==> src/design/hdf_pkg.sv <==
`timescale 1ns / 1ps
// ----------------------------------------------------------------------------
// hdf_pkg
// shared types, character codes and helpers for the hex dump formatter
// ----------------------------------------------------------------------------
package hdf_pkg;

    localparam int unsigned LINE_BYTES = 16;
    localparam int unsigned SLOT_W     = $clog2(LINE_BYTES);
    localparam int unsigned ADDR_W     = 32;
    localparam int unsigned CHAR_W     = 7;

    localparam logic [7:0] CH_SPACE   = 8'h20;
    localparam logic [7:0] CH_PERIOD  = 8'h2e;
    localparam logic [7:0] CH_PIPE    = 8'h7c;
    localparam logic [7:0] CH_NEWLINE = 8'h0a;

    typedef logic [SLOT_W-1:0] slot_t;

    typedef struct packed {
        logic              we;
        slot_t             waddr;
        logic [CHAR_W-1:0] wdata;
        slot_t             raddr;
    } mem_req_t;

    function automatic logic [7:0] hex_char(input logic [3:0] nib);
        logic [7:0] ch;
        if (nib < 4'd10)
        begin
            ch = 8'h30 + {4'd0, nib};
        end
        else
        begin
            ch = 8'h57 + {4'd0, nib};
        end
        return ch;
    endfunction

    function automatic logic [CHAR_W-1:0] display_char(input logic [7:0] b);
        logic [CHAR_W-1:0] ch;
        if (b < 8'h7f && b > 8'h1f)
        begin
            ch = b[CHAR_W-1:0];
        end
        else
        begin
            ch = CH_PERIOD[CHAR_W-1:0];
        end
        return ch;
    endfunction

endpackage

==> src/design/hdf_if.sv <==
`timescale 1ns / 1ps
// ----------------------------------------------------------------------------
// hdf_if
// valid/ready channels for input bytes and output characters
// ----------------------------------------------------------------------------
interface hdf_in_if;
    logic       valid;
    logic       ready;
    logic [7:0] data_byte;
    logic       last_byte;

    modport source (output valid, output data_byte, output last_byte, input ready);
    modport sink   (input valid, input data_byte, input last_byte, output ready);
endinterface

interface hdf_out_if;
    logic       valid;
    logic       ready;
    logic [7:0] out_char;
    logic       last_of_run;

    modport source (output valid, output out_char, output last_of_run, input ready);
    modport sink   (input valid, input out_char, input last_of_run, output ready);
endinterface

==> src/design/hdf_line_mem.sv <==
`timescale 1ns / 1ps
// ----------------------------------------------------------------------------
// hdf_line_mem
// display characters of the current line, one write and one registered read
// ----------------------------------------------------------------------------
module hdf_line_mem (
    input  logic                        clk,
    input  hdf_pkg::mem_req_t           req,
    output logic [hdf_pkg::CHAR_W-1:0]  rd_data
);
    import hdf_pkg::*;

    logic [CHAR_W-1:0] mem [LINE_BYTES];

    always_ff @(posedge clk)
    begin
        if (req.we)
        begin
            mem[req.waddr] <= req.wdata;
        end
        rd_data <= mem[req.raddr];
    end

endmodule

==> src/design/hdf_seq.sv <==
`timescale 1ns / 1ps
// ----------------------------------------------------------------------------
// hdf_seq
// character sequencer: walks the address, hex, pad and text phases of a line
// ----------------------------------------------------------------------------
module hdf_seq (
    input  logic                        clk,
    input  logic                        rst_n,
    input  logic [hdf_pkg::ADDR_W-1:0]  start_address,
    hdf_in_if.sink                      byte_ch,
    hdf_out_if.source                   char_ch,
    output hdf_pkg::mem_req_t           mem_req,
    input  logic [hdf_pkg::CHAR_W-1:0]  mem_rd_data
);
    import hdf_pkg::*;

    localparam logic [3:0] PH_IDLE  = 4'd0;
    localparam logic [3:0] PH_ADDR  = 4'd1;
    localparam logic [3:0] PH_ASP   = 4'd2;
    localparam logic [3:0] PH_HEX   = 4'd3;
    localparam logic [3:0] PH_PAD   = 4'd4;
    localparam logic [3:0] PH_PIPE1 = 4'd5;
    localparam logic [3:0] PH_ASC   = 4'd6;
    localparam logic [3:0] PH_PIPE2 = 4'd7;
    localparam logic [3:0] PH_NL    = 4'd8;

    localparam slot_t SLOT_MID  = slot_t'(LINE_BYTES / 2 - 1);
    localparam slot_t SLOT_LAST = slot_t'(LINE_BYTES - 1);

    logic [3:0]        phase_reg,    phase_next;
    logic [2:0]        cnt_reg,      cnt_next;
    slot_t             slot_reg,     slot_next;
    logic              close_reg,    close_next;
    logic [7:0]        byte_reg,     byte_next;
    logic [ADDR_W-1:0] addr_sh_reg,  addr_sh_next;
    slot_t             pad_slot_reg, pad_slot_next;
    slot_t             asc_idx_reg,  asc_idx_next;
    slot_t             fill_reg,     fill_next;
    logic [ADDR_W-1:0] line_addr_reg, line_addr_next;
    logic              fresh_reg,    fresh_next;
    logic              out_valid_reg, out_valid_next;
    logic [7:0]        out_char_reg, out_char_next;
    logic              out_last_reg, out_last_next;

    logic              accept;
    logic              load;
    logic [ADDR_W-1:0] eff_addr;
    logic              closing;
    logic              gap_slot;
    logic              gap_pad;
    logic [7:0]        ch;
    logic              ch_last;

    assign accept   = byte_ch.valid && byte_ch.ready;
    assign load     = (phase_reg != PH_IDLE) && (!out_valid_reg || char_ch.ready);
    assign eff_addr = fresh_reg ? start_address : line_addr_reg;
    assign closing  = (fill_reg == SLOT_LAST) || byte_ch.last_byte;
    assign gap_slot = (slot_reg == SLOT_MID) || (slot_reg == SLOT_LAST);
    assign gap_pad  = (pad_slot_reg == SLOT_MID) || (pad_slot_reg == SLOT_LAST);

    assign byte_ch.ready       = (phase_reg == PH_IDLE);
    assign char_ch.valid       = out_valid_reg;
    assign char_ch.out_char    = out_char_reg;
    assign char_ch.last_of_run = out_last_reg;

    always_comb
    begin
        mem_req.we    = accept;
        mem_req.waddr = fill_reg;
        mem_req.wdata = display_char(byte_ch.data_byte);
        if (phase_reg == PH_ASC && load && asc_idx_reg != slot_reg)
        begin
            mem_req.raddr = asc_idx_reg + slot_t'(1);
        end
        else if (phase_reg == PH_ASC)
        begin
            mem_req.raddr = asc_idx_reg;
        end
        else
        begin
            mem_req.raddr = '0;
        end
    end

    always_comb
    begin
        phase_next     = phase_reg;
        cnt_next       = cnt_reg;
        slot_next      = slot_reg;
        close_next     = close_reg;
        byte_next      = byte_reg;
        addr_sh_next   = addr_sh_reg;
        pad_slot_next  = pad_slot_reg;
        asc_idx_next   = asc_idx_reg;
        fill_next      = fill_reg;
        line_addr_next = line_addr_reg;
        fresh_next     = fresh_reg;
        out_valid_next = out_valid_reg && !char_ch.ready;
        out_char_next  = out_char_reg;
        out_last_next  = out_last_reg;
        ch             = CH_SPACE;
        ch_last        = 1'b0;

        if (accept)
        begin
            slot_next    = fill_reg;
            close_next   = closing;
            byte_next    = byte_ch.data_byte;
            addr_sh_next = eff_addr;
            cnt_next     = '0;
            fresh_next   = byte_ch.last_byte;
            if (closing)
            begin
                fill_next      = '0;
                line_addr_next = eff_addr + ADDR_W'(LINE_BYTES);
            end
            else
            begin
                fill_next      = fill_reg + slot_t'(1);
                line_addr_next = eff_addr;
            end
            phase_next = (fill_reg == '0) ? PH_ADDR : PH_HEX;
        end

        if (load)
        begin
            unique case (phase_reg)
                PH_ADDR:
                begin
                    ch           = hex_char(addr_sh_reg[ADDR_W-1 -: 4]);
                    addr_sh_next = addr_sh_reg << 4;
                    cnt_next     = cnt_reg + 3'd1;
                    if (cnt_reg == 3'd7)
                    begin
                        phase_next = PH_ASP;
                        cnt_next   = '0;
                    end
                end
                PH_ASP:
                begin
                    ch       = CH_SPACE;
                    cnt_next = cnt_reg + 3'd1;
                    if (cnt_reg == 3'd1)
                    begin
                        phase_next = PH_HEX;
                        cnt_next   = '0;
                    end
                end
                PH_HEX:
                begin
                    case (cnt_reg)
                        3'd0:    ch = hex_char(byte_reg[7:4]);
                        3'd1:    ch = hex_char(byte_reg[3:0]);
                        default: ch = CH_SPACE;
                    endcase
                    cnt_next = cnt_reg + 3'd1;
                    if ((cnt_reg == 3'd2 && !gap_slot) || cnt_reg == 3'd3)
                    begin
                        cnt_next = '0;
                        if (!close_reg)
                        begin
                            phase_next = PH_IDLE;
                            ch_last    = 1'b1;
                        end
                        else if (slot_reg == SLOT_LAST)
                        begin
                            phase_next = PH_PIPE1;
                        end
                        else
                        begin
                            phase_next    = PH_PAD;
                            pad_slot_next = slot_reg + slot_t'(1);
                        end
                    end
                end
                PH_PAD:
                begin
                    ch       = CH_SPACE;
                    cnt_next = cnt_reg + 3'd1;
                    if ((cnt_reg == 3'd2 && !gap_pad) || cnt_reg == 3'd3)
                    begin
                        cnt_next = '0;
                        if (pad_slot_reg == SLOT_LAST)
                        begin
                            phase_next = PH_PIPE1;
                        end
                        else
                        begin
                            pad_slot_next = pad_slot_reg + slot_t'(1);
                        end
                    end
                end
                PH_PIPE1:
                begin
                    ch           = CH_PIPE;
                    phase_next   = PH_ASC;
                    asc_idx_next = '0;
                end
                PH_ASC:
                begin
                    ch = {1'b0, mem_rd_data};
                    if (asc_idx_reg == slot_reg)
                    begin
                        phase_next = PH_PIPE2;
                    end
                    else
                    begin
                        asc_idx_next = asc_idx_reg + slot_t'(1);
                    end
                end
                PH_PIPE2:
                begin
                    ch         = CH_PIPE;
                    phase_next = PH_NL;
                end
                PH_NL:
                begin
                    ch         = CH_NEWLINE;
                    ch_last    = 1'b1;
                    phase_next = PH_IDLE;
                end
                default:
                begin
                    phase_next = PH_IDLE;
                end
            endcase
            out_valid_next = 1'b1;
            out_char_next  = ch;
            out_last_next  = ch_last;
        end
    end

    always_ff @(posedge clk or negedge rst_n)
    begin
        if (!rst_n)
        begin
            phase_reg     <= PH_IDLE;
            cnt_reg       <= '0;
            fill_reg      <= '0;
            fresh_reg     <= 1'b1;
            out_valid_reg <= 1'b0;
            asc_idx_reg   <= '0;
            pad_slot_reg  <= '0;
        end
        else
        begin
            phase_reg     <= phase_next;
            cnt_reg       <= cnt_next;
            fill_reg      <= fill_next;
            fresh_reg     <= fresh_next;
            out_valid_reg <= out_valid_next;
            asc_idx_reg   <= asc_idx_next;
            pad_slot_reg  <= pad_slot_next;
        end
    end

    always_ff @(posedge clk)
    begin
        slot_reg      <= slot_next;
        close_reg     <= close_next;
        byte_reg      <= byte_next;
        addr_sh_reg   <= addr_sh_next;
        line_addr_reg <= line_addr_next;
        out_char_reg  <= out_char_next;
        out_last_reg  <= out_last_next;
    end

endmodule

==> src/design/hex_dump_formatter.sv <==
`timescale 1ns / 1ps
// ----------------------------------------------------------------------------
// hex_dump_formatter
// byte stream in, canonical hex dump text out, one character per word
//
// byte_ch carries data_byte and last_byte; a word is taken when valid and
// ready are both high. char_ch carries out_char and last_of_run, which marks
// the final character caused by one input byte. cfg_wr_en/cfg_wr_data load
// start_address, which is used when the next dump begins.
// one byte is worked at a time: it yields 3 to 64 characters, one per cycle
// from the output register while the receiver takes them; the next byte is
// taken once the sequencer is idle again. the sequencer walks the characters;
// the line text is read back from a 16-entry memory one entry per cycle.
// byte_ch.ready is high whenever the sequencer is idle, even while the last
// character still waits in the output register.
// a stalled receiver freezes the sequencer with the character held.
// reset empties the output, starts a fresh dump and clears start_address.
// ----------------------------------------------------------------------------
module hex_dump_formatter (
    input  logic                        clk,
    input  logic                        rst_n,
    hdf_in_if.sink                      byte_ch,
    hdf_out_if.source                   char_ch,
    input  logic                        cfg_wr_en,
    input  logic [hdf_pkg::ADDR_W-1:0]  cfg_wr_data
);
    import hdf_pkg::*;

    logic [ADDR_W-1:0] start_addr_reg;
    mem_req_t          mem_req;
    logic [CHAR_W-1:0] mem_rd_data;

    always_ff @(posedge clk or negedge rst_n)
    begin
        if (!rst_n)
        begin
            start_addr_reg <= '0;
        end
        else if (cfg_wr_en)
        begin
            start_addr_reg <= cfg_wr_data;
        end
    end

    hdf_seq u_seq (
        .clk           (clk),
        .rst_n         (rst_n),
        .start_address (start_addr_reg),
        .byte_ch       (byte_ch),
        .char_ch       (char_ch),
        .mem_req       (mem_req),
        .mem_rd_data   (mem_rd_data)
    );

    hdf_line_mem u_mem (
        .clk     (clk),
        .req     (mem_req),
        .rd_data (mem_rd_data)
    );

endmodule
==> src/flat_wrapper.sv <==
// flat-port wrapper written by rule: the top's interface ports become plain ports
module hex_dump_formatter_flat import hdf_pkg::*;
  (clk, rst_n, cfg_wr_en, cfg_wr_data, byte_ch_valid, byte_ch_data_byte, byte_ch_last_byte, byte_ch_ready, char_ch_valid, char_ch_out_char, char_ch_last_of_run, char_ch_ready);
  hdf_in_if byte_ch_i ();
  hdf_out_if char_ch_i ();
  input  logic clk;
  input  logic rst_n;
  input  logic cfg_wr_en;
  input  logic [hdf_pkg::ADDR_W-1:0] cfg_wr_data;
  input wire logic [$bits(byte_ch_i.valid)-1:0] byte_ch_valid;
  input wire logic [$bits(byte_ch_i.data_byte)-1:0] byte_ch_data_byte;
  input wire logic [$bits(byte_ch_i.last_byte)-1:0] byte_ch_last_byte;
  output wire logic [$bits(byte_ch_i.ready)-1:0] byte_ch_ready;
  output wire logic [$bits(char_ch_i.valid)-1:0] char_ch_valid;
  output wire logic [$bits(char_ch_i.out_char)-1:0] char_ch_out_char;
  output wire logic [$bits(char_ch_i.last_of_run)-1:0] char_ch_last_of_run;
  input wire logic [$bits(char_ch_i.ready)-1:0] char_ch_ready;
  assign byte_ch_i.valid = byte_ch_valid;
  assign byte_ch_i.data_byte = byte_ch_data_byte;
  assign byte_ch_i.last_byte = byte_ch_last_byte;
  assign byte_ch_ready = byte_ch_i.ready;
  assign char_ch_valid = char_ch_i.valid;
  assign char_ch_out_char = char_ch_i.out_char;
  assign char_ch_last_of_run = char_ch_i.last_of_run;
  assign char_ch_i.ready = char_ch_ready;
  hex_dump_formatter u_core (.clk(clk), .rst_n(rst_n), .byte_ch(byte_ch_i), .char_ch(char_ch_i), .cfg_wr_en(cfg_wr_en), .cfg_wr_data(cfg_wr_data));
endmodule
==> config.mk <==
export PLATFORM = sky130hd
export DESIGN_NAME = hex_dump_formatter_flat
export DESIGN_NICKNAME = d
export VERILOG_FILES = /design/src/design/hdf_pkg.sv /design/src/design/hdf_if.sv /design/src/design/hdf_line_mem.sv /design/src/design/hdf_seq.sv /design/src/design/hex_dump_formatter.sv /design/src/flat_wrapper.sv
export SDC_FILE = /design/constraint.sdc
export NUM_CORES = 1
export LEC_CHECK = 0
export ABC_AREA = 0
export BUFFER_PORTS_ARGS = -buffer_cell sky130_fd_sc_hd__buf_2
export CORE_MARGIN = 4
export CORE_UTILIZATION = 45
export DETAILED_ROUTE_END_ITERATION = 10
export PLACE_DENSITY_LB_ADDON = 0.3
export SYNTH_ARGS = -nofsm -noshare
export SYNTH_HDL_FRONTEND = slang
export SYNTH_SLANG_ARGS = --single-unit
==> constraint.sdc <==
create_clock -name clk -period 4.1 [get_ports clk]
set_clock_uncertainty 0.2 [all_clocks]
set_input_delay 0.41 -clock clk [delete_from_list [all_inputs] [get_ports clk]]
set_output_delay 0.41 -clock clk [all_outputs]
set_load 0.01 [all_outputs]
==> results.toml <==
[clocking]
cts_tree = "done"
clock_latency_ns = 0.54
path_clk_slew_ns = 0.06
cts-root-buf = "clkbuf_16"
clockBufferDepth = 3
numCtsBuffers = 28
cts.sink_count = 257
cts.htree.levels = 1

[grt]
grt_antenna_before_repair = 0
grt_pass1_wl_mm = 48.3
grt-ovfl-total = 0
grt_max_degree = 54
grt_pass1_vias = 8821
gr-usage-all-layers = 0.194

[worst_setup_path]
cp_data_required_time_ns = 4.38
critical_path.startpoint_type = "flop"
r2r_cells = 6
worstPathMaxFanout = 32
worst-setup-path-type = "flop to flop"
worst_setup_path_end_kind = "flop"
cp_data_arrival_time_ns = 3.59

[hold_path]
min_path_cells = 3
hp-class = "input pin to flop"

[synth]
ys.flop_type = "edfxtp_1"
synth_cell_types = 78
syn_area_per_cell_um2 = 11.2
synth_edf_count = 165
yosys_warnings = 0
synth_seq_area_share = 0.561
ys_seq_elements = 257
synth_nets = 1181
syn_inst = 1119
netlist_area_um2 = 12600
synthArstFlopShare = 0.206

[sta]
max_freq_mhz = 302
relSlewSlack = 0.348
tightest_slew_ns = 0.979
fin_crit_sh = 0.807
setup_viol = 0
tns_ns = 0
finalHoldViolCount = 0
final.setup.worst_slack_ns = 0.790
slew_viol_final = 0
rsz0062_at_grt = "no"
period_needed_ns = 3.31

[drt]
drt-initial-drc-count = 922
dr_wl_met2_mm = 13.8
met1_length_mm = 13.8
wirelength_mm = 30.4
ant_nets = 0
viasPerCell = 5.74
wl_per_cell_um = 19.1
drc = 0
dr.pass1.iters = 5
top_layer = "met4"
dr_wl_met3_mm = 2.06
vias = 9146

[placed_design]
placed_area_um2 = 13300
dp_worst_setup_slack_ns = 0.847
dp_hpwl_mm = 20.2
portBuffers = 55
place.gp.congestion = 0.902

[finish]
drive_above_1_share = 0.166
antenna_cells = 0
utilization = 0.536
fill_cells = 2314
final_cell_area_um2 = 14600
max_flop_register = "u_core.u_mem.mem"
area_delta_synth_final_pct = 16.0
finalNetCount = 1260
largest_reg_flops = 112

[die]
start_util = 0.462
dieWidth_um = 175
io_pins = 57
design.die.area_um2 = 30700
core-area_um2 = 27300
fp-row-count = 60
die_h_um = 175

[power]
irDropWorstVdd_mv = 0.389
power.density_nw_per_um2 = 583
total_power_uw = 8510
power_leakage_uw = 0.00526

[job]
maxCapViolations = 0

[outcome]
status = "finished clean"
-- per-layer routing --
| layer | up-vias | track usage |
|---|---|---|
| met1 | 4426 | 0.286 |
| met3 | 56 | 0.0303 |
| li1 | 4335 | - |
| met5 | - | 0 |
| met4 | 0 | 0.0484 |
| met2 | 329 | 0.303 |
-- final cells by class --
cell class | count | area, um2 | share of cell area
timing repair buffer | 124 | 911 | 0.0624
clock inverter | 19 | 188 | 0.0128
tap | 372 | 465 | 0.0319
inverter | 34 | 128 | 0.00874
multi-input combinational | 753 | 5110 | 0.350
clock buffer | 33 | 739 | 0.0506
sequential | 257 | 7060 | 0.484
-- path summary, 6_finish.rpt --
kind                       slack [ns]                                start                                     to
min reg2reg                      0.26  u_core.u_seq.addr_sh_reg[0]$_DFF_P_    u_core.u_seq.addr_sh_reg[4]$_DFF_P_
max                              0.79  u_core.u_seq.phase_reg[3]$_DFF_PN0_        u_core.u_mem.rd_data[5]$_DFF_P_
min in group asynchronous        0.35                                rst_n  u_core.start_addr_reg[17]$_DFFE_PN0P_
max in group asynchronous        2.86                                rst_n   u_core.u_seq.char_ch.valid$_DFF_PN0_
max reg2reg                      0.79  u_core.u_seq.phase_reg[3]$_DFF_PN0_        u_core.u_mem.rd_data[5]$_DFF_P_
min                              0.07                        char_ch_ready   u_core.u_seq.char_ch.valid$_DFF_PN0_
-- kinds of logic after synthesis --
group	Yosys count	synth area share
AND/OR/NAND/NOR	352	0.141
flip-flops	257	0.561
AO/OA/AOI/OAI	245	0.132
buffers and inverters	109	0.0362
multiplexers	102	0.0869
XOR/XNOR	37	0.0257
adder cells (fa/ha/maj)	16	0.0159
other	1	0.000298
-- cell usage after synthesis (18+ instances only) --
library cell  number  area, um2
buf_2             22        110
a21oi_1           47        235
mux2_2            58        653
nand2_1          118        443
nand3b_1          29        218
mux2i_1           44        440
a31oi_1           18        113
inv_1             33        124
xnor2_1           21        184
o21ai_0           67        335
nand3_1           44        220
and2_1            19        119
nor2_1            63        236
dfrtp_1           52       1300
edfxtp_1         165       4950
dfxtp_1           39        781
clkbuf_1          46        173
-- critical path: stages (launching register included) --
cell	delay, ns
dfrtp_1	0.58
and4bb_2	0.77
nor2b_1	0.34
mux2_2	0.64
a31oi_1	0.08
a221oi_1	0.44
or4_1	0.17
-- metrics by stage --
step	hold slack [ns]	std cells
6_report	0.0676	1592
5_1_grt	0.0911	1592
4_1_cts	0.0394	1592
3_5_place_dp	0.241	1498
3_3_place_gp	0.238	1498
2_1_floorplan	-0.0856	1119
-- report_power, final --
part           leakage, uW  internal (uW)  switching, uW
clock network     0.000453           1480           1040
logic              0.00236            970           1440
registers          0.00244           3250            337
total              0.00526           5700           2810
-- placed cells by master, fill, tap and decap left out, types with 6 or more instances in the layout --
cell / count
edfxtp_1: 165
nand2_1: 117
o21ai_0: 67
nor2_1: 62
mux2_2: 58
buf_2: 55
dfrtp_1: 52
a21oi_1: 47
nand3_1: 44
mux2i_1: 43
dlygate4sd3_1: 42
dfxtp_1: 39
inv_1: 33
nand3b_1: 29
clkbuf_16: 28
buf_4: 26
xnor2_1: 21
and2_1: 19
a31oi_1: 18
xor2_1: 16
ha_1: 16
a221oi_1: 15
nor2b_1: 11
nor3_1: 11
nand4_1: 11
nand2b_1: 10
a221o_1: 10
a311o_1: 10
a211oi_1: 9
and3_1: 8
o22ai_1: 6
o2111ai_1: 6
o221ai_1: 6
clkinv_2: 6
-- repair_timing --
action / 4_1_cts / 5_1_grt
hold buffers: 42 / 0
resized for setup: 0 / 0
setup buffers: 0 / 0
endpoints found under the hold margin: 93 / 0
Power figures use the tool's default switching activity.
